### src/design/ffo_pkg.sv
// ----------------------------------------------------------------------------
// ffo_pkg
// Shared types and constants for the first-fit offcut packer.
// ----------------------------------------------------------------------------
package ffo_pkg;

   localparam int MAX_OFFCUTS_DEF = 64;
   localparam int LENGTH_BITS_DEF = 16;

   localparam int FIELD_BITS = 16;
   localparam logic [FIELD_BITS-1:0] STOCK_RESET = 16'd2400;
   localparam logic [FIELD_BITS-1:0] TALLY_MAX   = 16'hFFFF;

   typedef enum logic [1:0] {
      ST_IDLE,
      ST_SCAN,
      ST_SHIFT,
      ST_FINISH
   } ffo_state_type;

   typedef struct packed {
      logic [FIELD_BITS-1:0] boards_bought;
      logic                  new_board;
      logic                  list_overflow;
      logic                  job_done;
   } ffo_result_type;

endpackage

### src/design/first_fit_offcut_packer_unit.sv
// ----------------------------------------------------------------------------
// first_fit_offcut_packer_unit
// First-fit cutting-stock packer with a stock-length register and a
// registered result word.
// ----------------------------------------------------------------------------
// Sequence: scan the offcuts held for the first that fits; cut from it, or on an
//   exact fit remove it and shift the rest down, or with no fit open a new board.
// Flow: one piece at a time; a new piece is taken only after the result word is
//   passed to the result register, so result stalls hold off new pieces too.
// Reset: synchronous; clears offcut count and board tally, stock length returns
//   to 2400. The offcut store itself is not cleared.
module first_fit_offcut_packer_unit #(
   parameter int MAX_OFFCUTS = ffo_pkg::MAX_OFFCUTS_DEF,
   parameter int LENGTH_BITS = ffo_pkg::LENGTH_BITS_DEF
) (
   input  logic                           clock,
   input  logic                           reset,
   input  logic                           csr_wr_en,
   input  logic [ffo_pkg::FIELD_BITS-1:0] csr_wr_data,
   input  logic                           req_valid,
   output logic                           req_stall,
   input  logic [ffo_pkg::FIELD_BITS-1:0] req_piece_length,
   input  logic                           req_last_piece,
   output logic                           rsp_valid,
   input  logic                           rsp_stall,
   output logic [ffo_pkg::FIELD_BITS-1:0] rsp_boards_bought,
   output logic                           rsp_new_board,
   output logic                           rsp_list_overflow,
   output logic                           rsp_job_done
);

   logic [ffo_pkg::FIELD_BITS-1:0] stock_ff;
   logic                           rsp_valid_ff;
   ffo_pkg::ffo_result_type        rsp_ff;
   ffo_pkg::ffo_result_type        res;
   logic                           res_valid;
   logic                           res_ready;

   assign res_ready = !rsp_valid_ff || !rsp_stall;

   always_ff @(posedge clock) begin
      if (reset) begin
         stock_ff <= ffo_pkg::STOCK_RESET;
      end else if (csr_wr_en) begin
         stock_ff <= csr_wr_data;
      end
   end

   ffo_engine #(
      .MAX_OFFCUTS (MAX_OFFCUTS),
      .LENGTH_BITS (LENGTH_BITS)
   ) u_engine (
      .clock     (clock),
      .reset     (reset),
      .in_valid  (req_valid),
      .in_stall  (req_stall),
      .in_piece  (req_piece_length),
      .in_last   (req_last_piece),
      .stock     (stock_ff),
      .res_valid (res_valid),
      .res_ready (res_ready),
      .res       (res)
   );

   always_ff @(posedge clock) begin
      if (reset) begin
         rsp_valid_ff <= 1'b0;
      end else if (res_valid && res_ready) begin
         rsp_valid_ff <= 1'b1;
      end else if (!rsp_stall) begin
         rsp_valid_ff <= 1'b0;
      end
   end

   always_ff @(posedge clock) begin
      if (res_valid && res_ready) rsp_ff <= res;
   end

   assign rsp_valid         = rsp_valid_ff;
   assign rsp_boards_bought = rsp_ff.boards_bought;
   assign rsp_new_board     = rsp_ff.new_board;
   assign rsp_list_overflow = rsp_ff.list_overflow;
   assign rsp_job_done      = rsp_ff.job_done;

endmodule

### src/design/ffo_engine.sv
// ----------------------------------------------------------------------------
// ffo_engine
// Offcut store with scan, cut, remove-and-shift and append sequencing.
// ----------------------------------------------------------------------------
module ffo_engine #(
   parameter int MAX_OFFCUTS = ffo_pkg::MAX_OFFCUTS_DEF,
   parameter int LENGTH_BITS = ffo_pkg::LENGTH_BITS_DEF
) (
   input  logic                             clock,
   input  logic                             reset,
   input  logic                             in_valid,
   output logic                             in_stall,
   input  logic [ffo_pkg::FIELD_BITS-1:0]   in_piece,
   input  logic                             in_last,
   input  logic [ffo_pkg::FIELD_BITS-1:0]   stock,
   output logic                             res_valid,
   input  logic                             res_ready,
   output ffo_pkg::ffo_result_type          res
);

   localparam int AW = (MAX_OFFCUTS > 1) ? $clog2(MAX_OFFCUTS) : 1;
   localparam int CW = $clog2(MAX_OFFCUTS + 1);
   localparam logic [CW-1:0] CNT_MAX = CW'(MAX_OFFCUTS);

   ffo_pkg::ffo_state_type state_ff, state_in;

   logic [LENGTH_BITS-1:0] offcut_mem_ff [MAX_OFFCUTS];
   logic [LENGTH_BITS-1:0] rd_q_ff;

   logic [CW-1:0]                 count_ff;
   logic [ffo_pkg::FIELD_BITS-1:0] tally_ff;
   logic [LENGTH_BITS-1:0]        piece_ff;
   logic                          last_ff;
   logic [CW-1:0]                 scan_ff;
   logic                          chk_vld_ff;
   logic [AW-1:0]                 chk_idx_ff;
   logic                          fresh_ff;
   logic                          ovf_ff;

   logic [31:0]            piece_wide;
   logic [31:0]            stock_wide;
   logic [LENGTH_BITS-1:0] piece_len;
   logic [LENGTH_BITS-1:0] stock_len;

   logic accept;
   logic fit_gt;
   logic fit_eq;
   logic issue;
   logic scan_end;
   logic shift_end;
   logic do_append;
   logic do_drop;

   logic                   rd_en;
   logic [AW-1:0]          rd_addr;
   logic                   wr_en;
   logic [AW-1:0]          wr_addr;
   logic [LENGTH_BITS-1:0] wr_data;

   assign piece_wide = 32'(in_piece);
   assign stock_wide = 32'(stock);
   assign piece_len  = piece_wide[LENGTH_BITS-1:0];
   assign stock_len  = stock_wide[LENGTH_BITS-1:0];

   assign accept    = (state_ff == ffo_pkg::ST_IDLE) && in_valid;
   assign fit_gt    = chk_vld_ff && (rd_q_ff > piece_ff);
   assign fit_eq    = chk_vld_ff && (rd_q_ff == piece_ff);
   assign issue     = scan_ff < count_ff;
   assign scan_end  = !fit_gt && !fit_eq && !issue;
   assign shift_end = !issue;
   assign do_append = scan_end && (stock_len > piece_ff) && (count_ff < CNT_MAX);
   assign do_drop   = scan_end && (stock_len > piece_ff) && (count_ff >= CNT_MAX);

   always_comb begin
      state_in = state_ff;
      case (state_ff)
         ffo_pkg::ST_IDLE: begin
            if (in_valid) state_in = ffo_pkg::ST_SCAN;
         end
         ffo_pkg::ST_SCAN: begin
            if (fit_eq) state_in = ffo_pkg::ST_SHIFT;
            else if (fit_gt || scan_end) state_in = ffo_pkg::ST_FINISH;
         end
         ffo_pkg::ST_SHIFT: begin
            if (shift_end) state_in = ffo_pkg::ST_FINISH;
         end
         ffo_pkg::ST_FINISH: begin
            if (res_ready) state_in = ffo_pkg::ST_IDLE;
         end
         default: state_in = ffo_pkg::ST_IDLE;
      endcase
   end

   always_comb begin
      in_stall  = 1'b1;
      res_valid = 1'b0;
      rd_en     = 1'b0;
      rd_addr   = scan_ff[AW-1:0];
      wr_en     = 1'b0;
      wr_addr   = chk_idx_ff;
      wr_data   = rd_q_ff;
      case (state_ff)
         ffo_pkg::ST_IDLE: begin
            in_stall = 1'b0;
         end
         ffo_pkg::ST_SCAN: begin
            rd_en = issue;
            if (fit_gt) begin
               wr_en   = 1'b1;
               wr_data = rd_q_ff - piece_ff;
            end else if (do_append) begin
               wr_en   = 1'b1;
               wr_addr = count_ff[AW-1:0];
               wr_data = stock_len - piece_ff;
            end
         end
         ffo_pkg::ST_SHIFT: begin
            rd_en   = issue;
            wr_en   = chk_vld_ff;
            wr_addr = chk_idx_ff - AW'(1);
         end
         ffo_pkg::ST_FINISH: begin
            res_valid = 1'b1;
         end
         default: begin
            in_stall = 1'b1;
         end
      endcase
   end

   always_ff @(posedge clock) begin
      if (rd_en) rd_q_ff <= offcut_mem_ff[rd_addr];
      if (wr_en) offcut_mem_ff[wr_addr] <= wr_data;
   end

   always_ff @(posedge clock) begin
      if (reset) begin
         state_ff   <= ffo_pkg::ST_IDLE;
         count_ff   <= '0;
         tally_ff   <= '0;
         chk_vld_ff <= 1'b0;
      end else begin
         state_ff <= state_in;
         case (state_ff)
            ffo_pkg::ST_IDLE: begin
               chk_vld_ff <= 1'b0;
            end
            ffo_pkg::ST_SCAN: begin
               if (fit_eq) begin
                  chk_vld_ff <= 1'b0;
               end else begin
                  chk_vld_ff <= issue;
               end
               if (scan_end) begin
                  if (tally_ff != ffo_pkg::TALLY_MAX) tally_ff <= tally_ff + 1'b1;
                  if (do_append) count_ff <= count_ff + 1'b1;
               end
            end
            ffo_pkg::ST_SHIFT: begin
               chk_vld_ff <= issue;
               if (shift_end) count_ff <= count_ff - 1'b1;
            end
            ffo_pkg::ST_FINISH: begin
               if (res_ready && last_ff) begin
                  count_ff <= '0;
                  tally_ff <= '0;
               end
            end
            default: begin
               chk_vld_ff <= 1'b0;
            end
         endcase
      end
   end

   always_ff @(posedge clock) begin
      if (accept) begin
         piece_ff <= piece_len;
         last_ff  <= in_last;
         scan_ff  <= '0;
         fresh_ff <= 1'b0;
         ovf_ff   <= 1'b0;
      end else if (state_ff == ffo_pkg::ST_SCAN) begin
         if (fit_eq) begin
            scan_ff <= CW'(chk_idx_ff) + 1'b1;
         end else if (issue) begin
            scan_ff    <= scan_ff + 1'b1;
            chk_idx_ff <= scan_ff[AW-1:0];
         end
         if (scan_end) begin
            fresh_ff <= 1'b1;
            ovf_ff   <= do_drop;
         end
      end else if (state_ff == ffo_pkg::ST_SHIFT) begin
         if (issue) begin
            scan_ff    <= scan_ff + 1'b1;
            chk_idx_ff <= scan_ff[AW-1:0];
         end
      end
   end

   assign res.boards_bought = tally_ff;
   assign res.new_board     = fresh_ff;
   assign res.list_overflow = ovf_ff;
   assign res.job_done      = last_ff;

endmodule

### config.mk
export PLATFORM = sky130hd
export DESIGN_NAME = first_fit_offcut_packer_unit
export DESIGN_NICKNAME = d
export VERILOG_FILES = /design/src/design/ffo_pkg.sv /design/src/design/first_fit_offcut_packer_unit.sv /design/src/design/ffo_engine.sv
export SDC_FILE = /design/constraint.sdc
export NUM_CORES = 1
export LEC_CHECK = 0
export CAP_MARGIN = 5
export CORE_MARGIN = 2
export CORE_UTILIZATION = 52
export CTS_BUF_LIST = sky130_fd_sc_hd__clkbuf_4 sky130_fd_sc_hd__clkbuf_8
export DETAILED_ROUTE_END_ITERATION = 8
export DONT_BUFFER_PORTS = 1
export GPL_TIMING_DRIVEN = 1
export PLACE_DENSITY = 0.67
export REMOVE_ABC_BUFFERS = 1
export SYNTH_ARGS = -nofsm -noshare
export SYNTH_HDL_FRONTEND = slang
export SYNTH_SLANG_ARGS = --single-unit
### constraint.sdc
create_clock -name clock -period 7.6 [get_ports clock]
set_clock_uncertainty 0.05 [all_clocks]
set_input_delay 1.14 -clock clock [delete_from_list [all_inputs] [get_ports clock]]
set_output_delay 1.14 -clock clock [all_outputs]
set_load 0.03 [all_outputs]
==> results of run 1 <==
## cell usage in the layout, fill, tap and decap left out, types with 11 or more instances in the layout
master	n
a21o_1	16
a21oi_1	44
a22o_2	11
buf_4	92
clkbuf_4	65
clkbuf_8	180
clkinv_1	44
clkinv_2	17
dfxtp_1	48
edfxtp_1	1082
ha_1	53
inv_1	44
mux2i_1	19
mux4_2	336
nand2_1	52
nand3_1	27
nor2_1	142
nor3_1	11
o21ai_0	24
o22ai_1	12
xnor2_1	33
xor2_1	17
## cells in the mapped netlist (3+ instances only)
master	instances
nand2_1	52
a21oi_1	44
mux2i_1	19
dfxtp_1	52
a31oi_1	6
o21a_1	6
o21bai_1	5
inv_1	44
a211oi_1	3
o22ai_1	12
xnor2_1	33
a22oi_1	5
o211ai_1	6
nor2_1	145
edfxtp_1	1082
a21o_1	16
buf_1	26
fa_1	3
and2_1	4
nor3_1	11
and3_1	7
mux4_2	336
xor2_1	17
nand4_1	7
a211o_1	10
and4_1	5
a22o_1	16
nand3_1	27
nand3_2	8
nand2b_1	6
ha_1	53
clkbuf_1	72
o31ai_1	3
nor2b_1	9
or3_1	4
o21ai_0	26
nand3b_1	3
## path summary, 6_finish.rpt
path                                     startpoint                       endpoint  slack (ns)  cells after the start
worst max register to register  u_engine.scan_ff[5]  u_engine.offcut_mem_ff[60][0]        2.59                     10
worst min-delay path                          reset           u_engine.tally_ff[1]        0.36                      1
worst max-delay path            u_engine.scan_ff[5]  u_engine.offcut_mem_ff[60][0]        2.59                     10
worst min register to register    u_engine.fresh_ff                  rsp_new_board        0.39                      0
## per-layer routing
layer / part of all wire / routed length [um] / global-route usage / vias to the layer above
met5: 0 / 0 / 0 / -
met4: 0.029 / 3100 / 0.0816 / 0
met3: 0.083 / 8710 / 0.0550 / 166
met2: 0.48 / 50100 / 0.371 / 993
met1: 0.41 / 43500 / 0.338 / 12021
li1: - / - / - / 9599
## worst reg2reg max path: cells and delay by family, from the launching register on
kind | cells | cell delay [ns]
AO/OA/AOI/OAI | 4 | 1.70
adder cells (fa/ha/maj) | 1 | 0.39
buffers and inverters | 2 | 0.63
flip-flops | 1 | 0.93
AND/OR/NAND/NOR | 3 | 0.99
## registers in the layout, summed over array words and instances, names as in the netlist, 2 cells and up
signal / flops
u_engine.rd_q_ff: 16
u_engine.chk_idx_ff: 6
u_engine.count_ff: 7
u_engine.state_ff: 2
u_engine.tally_ff: 16
u_engine.offcut_mem_ff: 1024
u_engine.piece_ff: 16
u_engine.scan_ff: 7
rsp_boards_bought: 16
stock_ff: 16
## cell families after synthesis
group           Yosys count  share of synthesized area
compound gates          188                     0.0297
simple gates            296                     0.0300
flops                  1134                      0.733
buf+inv                 144                     0.0119
xor+xnor                 50                    0.00958
fa+ha+maj                56                     0.0158
mux                     355                      0.170
## area by class of cell
class / instances / area (um2)
fillers: 6194 / 35800
repair buffers: 94 / 718
flip-flops and latches: 1134 / 33500
inverters: 44 / 165
multi-input cells: 945 / 11700
clock inverters: 77 / 490
clock buffers: 244 / 2960
well taps: 1155 / 1450
diodes: 2 / 5.00
## through the flow
step | utilization | instance area [um2] | hold WS [ns]
finish | 0.588 | 51100 | 0.359
global route | 0.588 | 51100 | 0.310
CTS | 0.587 | 51000 | 0.287
detailed placement | 0.548 | 47600 | 0.373
global placement | 0.548 | 47600 | 0.366
floorplan | - | 45300 | 0.351
## power by group
part,switching (mW),internal (mW)
registers,0.162,7.78
clock network,2.35,2.61
logic,2.48,1.29
==> flow_summary.json, run 1 <==
{
  "die_h_um": 301,
  "synth_warnings": 0,
  "tritoncts": "done",
  "startpoint_type": "register",
  "dp_hpwl_um": 63200,
  "post-cts-setup-buffers": 0,
  "max_freq_ghz": 0.199,
  "grt_pass1_wl_um": 156000,
  "fin_setup_tns_ns": 0,
  "setup_ws_ns": 2.59,
  "vias_per_cell": 6.16,
  "wirelength_um": 105000,
  "clockBufferDepth": 3,
  "boundaryPins": 59,
  "peakVddDrop_v": 0.000218,
  "ys_ff_latch": 1134,
  "dr.pass1.iters": 6,
  "slowest_delay_ns": 0.93,
  "clock-sinks": 1134,
  "cp_max_fo": 22,
  "drive_above_1_share": 0.297,
  "cpMaxStageDelayCell": "dfxtp_1",
  "power_density_nw_per_um2": 327,
  "die-area_um2": 90300,
  "hp-class": "input port to register",
  "crit_arrival_ns": 5.45,
  "crit_type": "register to register",
  "relSlewSlack": 0.259,
  "wire_per_inst_um": 28.5,
  "period_share": 0.660,
  "crit_family": "compound AO/OA/AOI/OAI gates",
  "gp_congestion": 0.896,
  "power_leakage_nw": 16.0,
  "clk_latency_ns": 0.83,
  "cp_data_required_time_ns": 8.04,
  "setup_violations": 0,
  "io_buffers": 0,
  "core_um2": 86900,
  "slew_violations": 0,
  "outcome": "complete, no violations",
  "yosys-top-cells-area": "edfxtp_1 71%, mux4_2 17%, dfxtp_1 2.3%",
  "yosysTopAreaCell": "edfxtp_1",
  "stdcell_count": 3695,
  "pre_cts_slack_ns": 2.73,
  "antenna_left": 0,
  "htree_levels": 4,
  "avgSynthCellArea_um2": 20.6,
  "ys.flop_type": "edfxtp_1",
  "grt-ovfl-total": 0,
  "synth_edf_count": 1082,
  "syn_inst": 2223,
  "die_w_um": 301,
  "drc_errors": 0,
  "tightestPinTransition_ns": 1.11,
  "clk_pin_slew_ns": 0.06,
  "drt_iter0_drc": 2383,
  "max_cap_viol_count": 0,
  "vias": 22779,
  "final_nets": 2488,
  "endpoint_kind": "register",
  "placed_cells": 3371,
  "cpMostUsedCell": "buf_4",
  "ctsResizeCount": 0,
  "cts_root_buf": "clkbuf_8",
  "grt_use_total": 0.239,
  "postCtsHoldBufs": 0,
  "min_period_ns": 5.01,
  "crit_buf_inv": 2,
  "antenna_found_initial": 3,
  "grt_max_degree": 111,
  "grt_pass1_vias": 23196,
  "synth_top_area_frac": 0.711,
  "async_flop_share": 0,
  "finalHoldViolations": 0,
  "rsz0062_at_grt": "false",
  "crit_chain": "ha_1 -> a211o_1 -> o32ai_1 -> buf_4 -> a2111o_1 -> nor2_4 -> a221oi_2 -> nand3_1 -> nor2_1 -> buf_4",
  "synthDistinctLibCells": 67,
  "start_util": 0.526,
  "numCtsBuffers": 175,
  "row_count": 108,
  "yosysSeqAreaShare": 0.733,
  "finalPower_mw": 16.7,
  "synth_area_um2": 45700,
  "syn_to_final_growth_pct": 11.7
}
Note: power is estimated with default switching activity, not from simulation.
==> run 2, diff against run 1 <==
==> constraint.sdc (replaced) <==
create_clock -name clock -period 4.86 [get_ports clock]
set_clock_uncertainty 0.05 [all_clocks]
set_input_delay 0.729 -clock clock [delete_from_list [all_inputs] [get_ports clock]]
set_output_delay 0.729 -clock clock [all_outputs]
set_load 0.03 [all_outputs]
==> flow_summary.json, run 2 (synthesis gave the netlist of run 1 again) <==
{
  "cpMostUsedCell": "buf_4",
  "max_cap_viol_count": 0,
  "crit_arrival_ns": 4.91,
  "wire_per_inst_um": 29.3,
  "drive_above_1_share": 0.300,
  "grt_pass1_vias": 23495,
  "clk_pin_slew_ns": 0.06,
  "min_period_ns": 4.44,
  "start_util": 0.526,
  "tritoncts": "done",
  "peakVddDrop_v": 0.000384,
  "antenna_left": 0,
  "mostFrequentLayoutCells": "1082 x edfxtp_1, 336 x mux4_2, 181 x clkbuf_8",
  "cp_max_fo": 16,
  "regArea_um2": 33500,
  "placed_area_um2": 47900,
  "vias": 23457,
  "tightestPinTransition_ns": 1.20,
  "period_share": 0.913,
  "final_common_cell": "edfxtp_1",
  "clk_latency_ns": 0.86,
  "grt-ovfl-total": 0,
  "endpoint_kind": "register",
  "boundaryPins": 59,
  "cpMaxStageDelayCell": "a2111o_1",
  "cp_data_required_time_ns": 5.33,
  "setup_ws_ns": 0.421,
  "outcome": "complete, no violations",
  "dr.pass1.iters": 7,
  "crit_buf_inv": 2,
  "setup_violations": 0,
  "hp-class": "input port to register",
  "htree_levels": 4,
  "grt_max_degree": 147,
  "slew_violations": 0,
  "final_nets": 2574,
  "wirelength_um": 110000,
  "antenna_found_initial": 1,
  "cts_root_buf": "clkbuf_8",
  "die_w_um": 301,
  "r2r_slack_ns": 0.42,
  "drt_iter0_drc": 2706,
  "multi_input_area_um2": 11700,
  "core_um2": 86900,
  "clockBufferDepth": 3,
  "clock-sinks": 1134,
  "grt_pass1_wl_um": 161000,
  "gp_congestion": 0.926,
  "die-area_um2": 90300,
  "vias_per_cell": 6.22,
  "io_buffers": 0,
  "slowest_delay_ns": 0.49,
  "crit_family": "compound AO/OA/AOI/OAI gates",
  "power_density_nw_per_um2": 513,
  "crit_type": "register to register",
  "pre_cts_slack_ns": 0.229,
  "row_count": 108,
  "numCtsBuffers": 178,
  "fin_setup_tns_ns": 0,
  "max_freq_ghz": 0.225,
  "nFillCells": 6114,
  "fin_area_um2": 51900,
  "relSlewSlack": 0.194,
  "startpoint_type": "register",
  "drc_errors": 0,
  "largest_reg_flops": 1024,
  "power_leakage_nw": 16.4,
  "syn_to_final_growth_pct": 13.5,
  "dp_hpwl_um": 66600,
  "crit_chain": "ha_1 -> fa_1 -> nand2b_1 -> a211oi_2 -> nor3_1 -> o21a_1 -> a2111o_1 -> nor2_4 -> a221o_1 -> nand3_2 -> buf_4 -> nor2_1 -> buf_4",
  "finalHoldViolations": 0,
  "grt_use_total": 0.249,
  "rsz0062_at_grt": "false",
  "regMostFlops": "u_engine.offcut_mem_ff",
  "die_h_um": 301
}
[run 2: area by class of cell]
class,count,share of cell area
timing repair buffer,177,0.0299
clock buffer,237,0.0561
sequential,1134,0.647
clock inverter,80,0.0102
multi-input combinational,945,0.226
inverter,44,0.00318
antenna,2,0.0000965
tap,1155,0.0279
[run 2: final timing paths]
check	to	from	cells past startpoint
worst min-delay path	stock_ff[5]	csr_wr_en	2
worst min register to register	rsp_new_board	u_engine.fresh_ff	0
worst max register to register	u_engine.offcut_mem_ff[18][2]	u_engine.piece_ff[0]	13
worst max-delay path	u_engine.offcut_mem_ff[18][2]	u_engine.piece_ff[0]	13
[run 2: repair_timing]
action,CTS,global route
hold buffers,49,0
endpoints found under the setup margin,0,16
resized for setup,0,1
setup buffers,0,0
endpoints found under the hold margin,46,0
[run 2: per-layer routing]
metal / wire, um / global-route usage / vias up
li1: - / - / 9765
met1: 45000 / 0.353 / 12410
met2: 53100 / 0.389 / 1104
met3: 8960 / 0.0514 / 178
met4: 3390 / 0.0879 / 0
met5: 0 / 0 / -
[run 2: per-stage QoR]
step                      utilization  instances  total power [mW]  hold slack, ns
after global placement          0.552       3406              18.8           0.368
final                           0.597       3774              26.6          0.0685
after CTS                       0.597       3772              26.8         0.00433
after global routing            0.597       3773              27.6          0.0395
after detailed placement        0.552       3406              19.0           0.373
after floorplan                     -       2123              17.2           0.351
[run 2: power breakdown]
group / switching, mW / internal, mW / total (mW)
logic: 4.33 / 2.13 / 6.46
clock network: 3.72 / 4.10 / 7.82
registers: 0.201 / 12.2 / 12.4
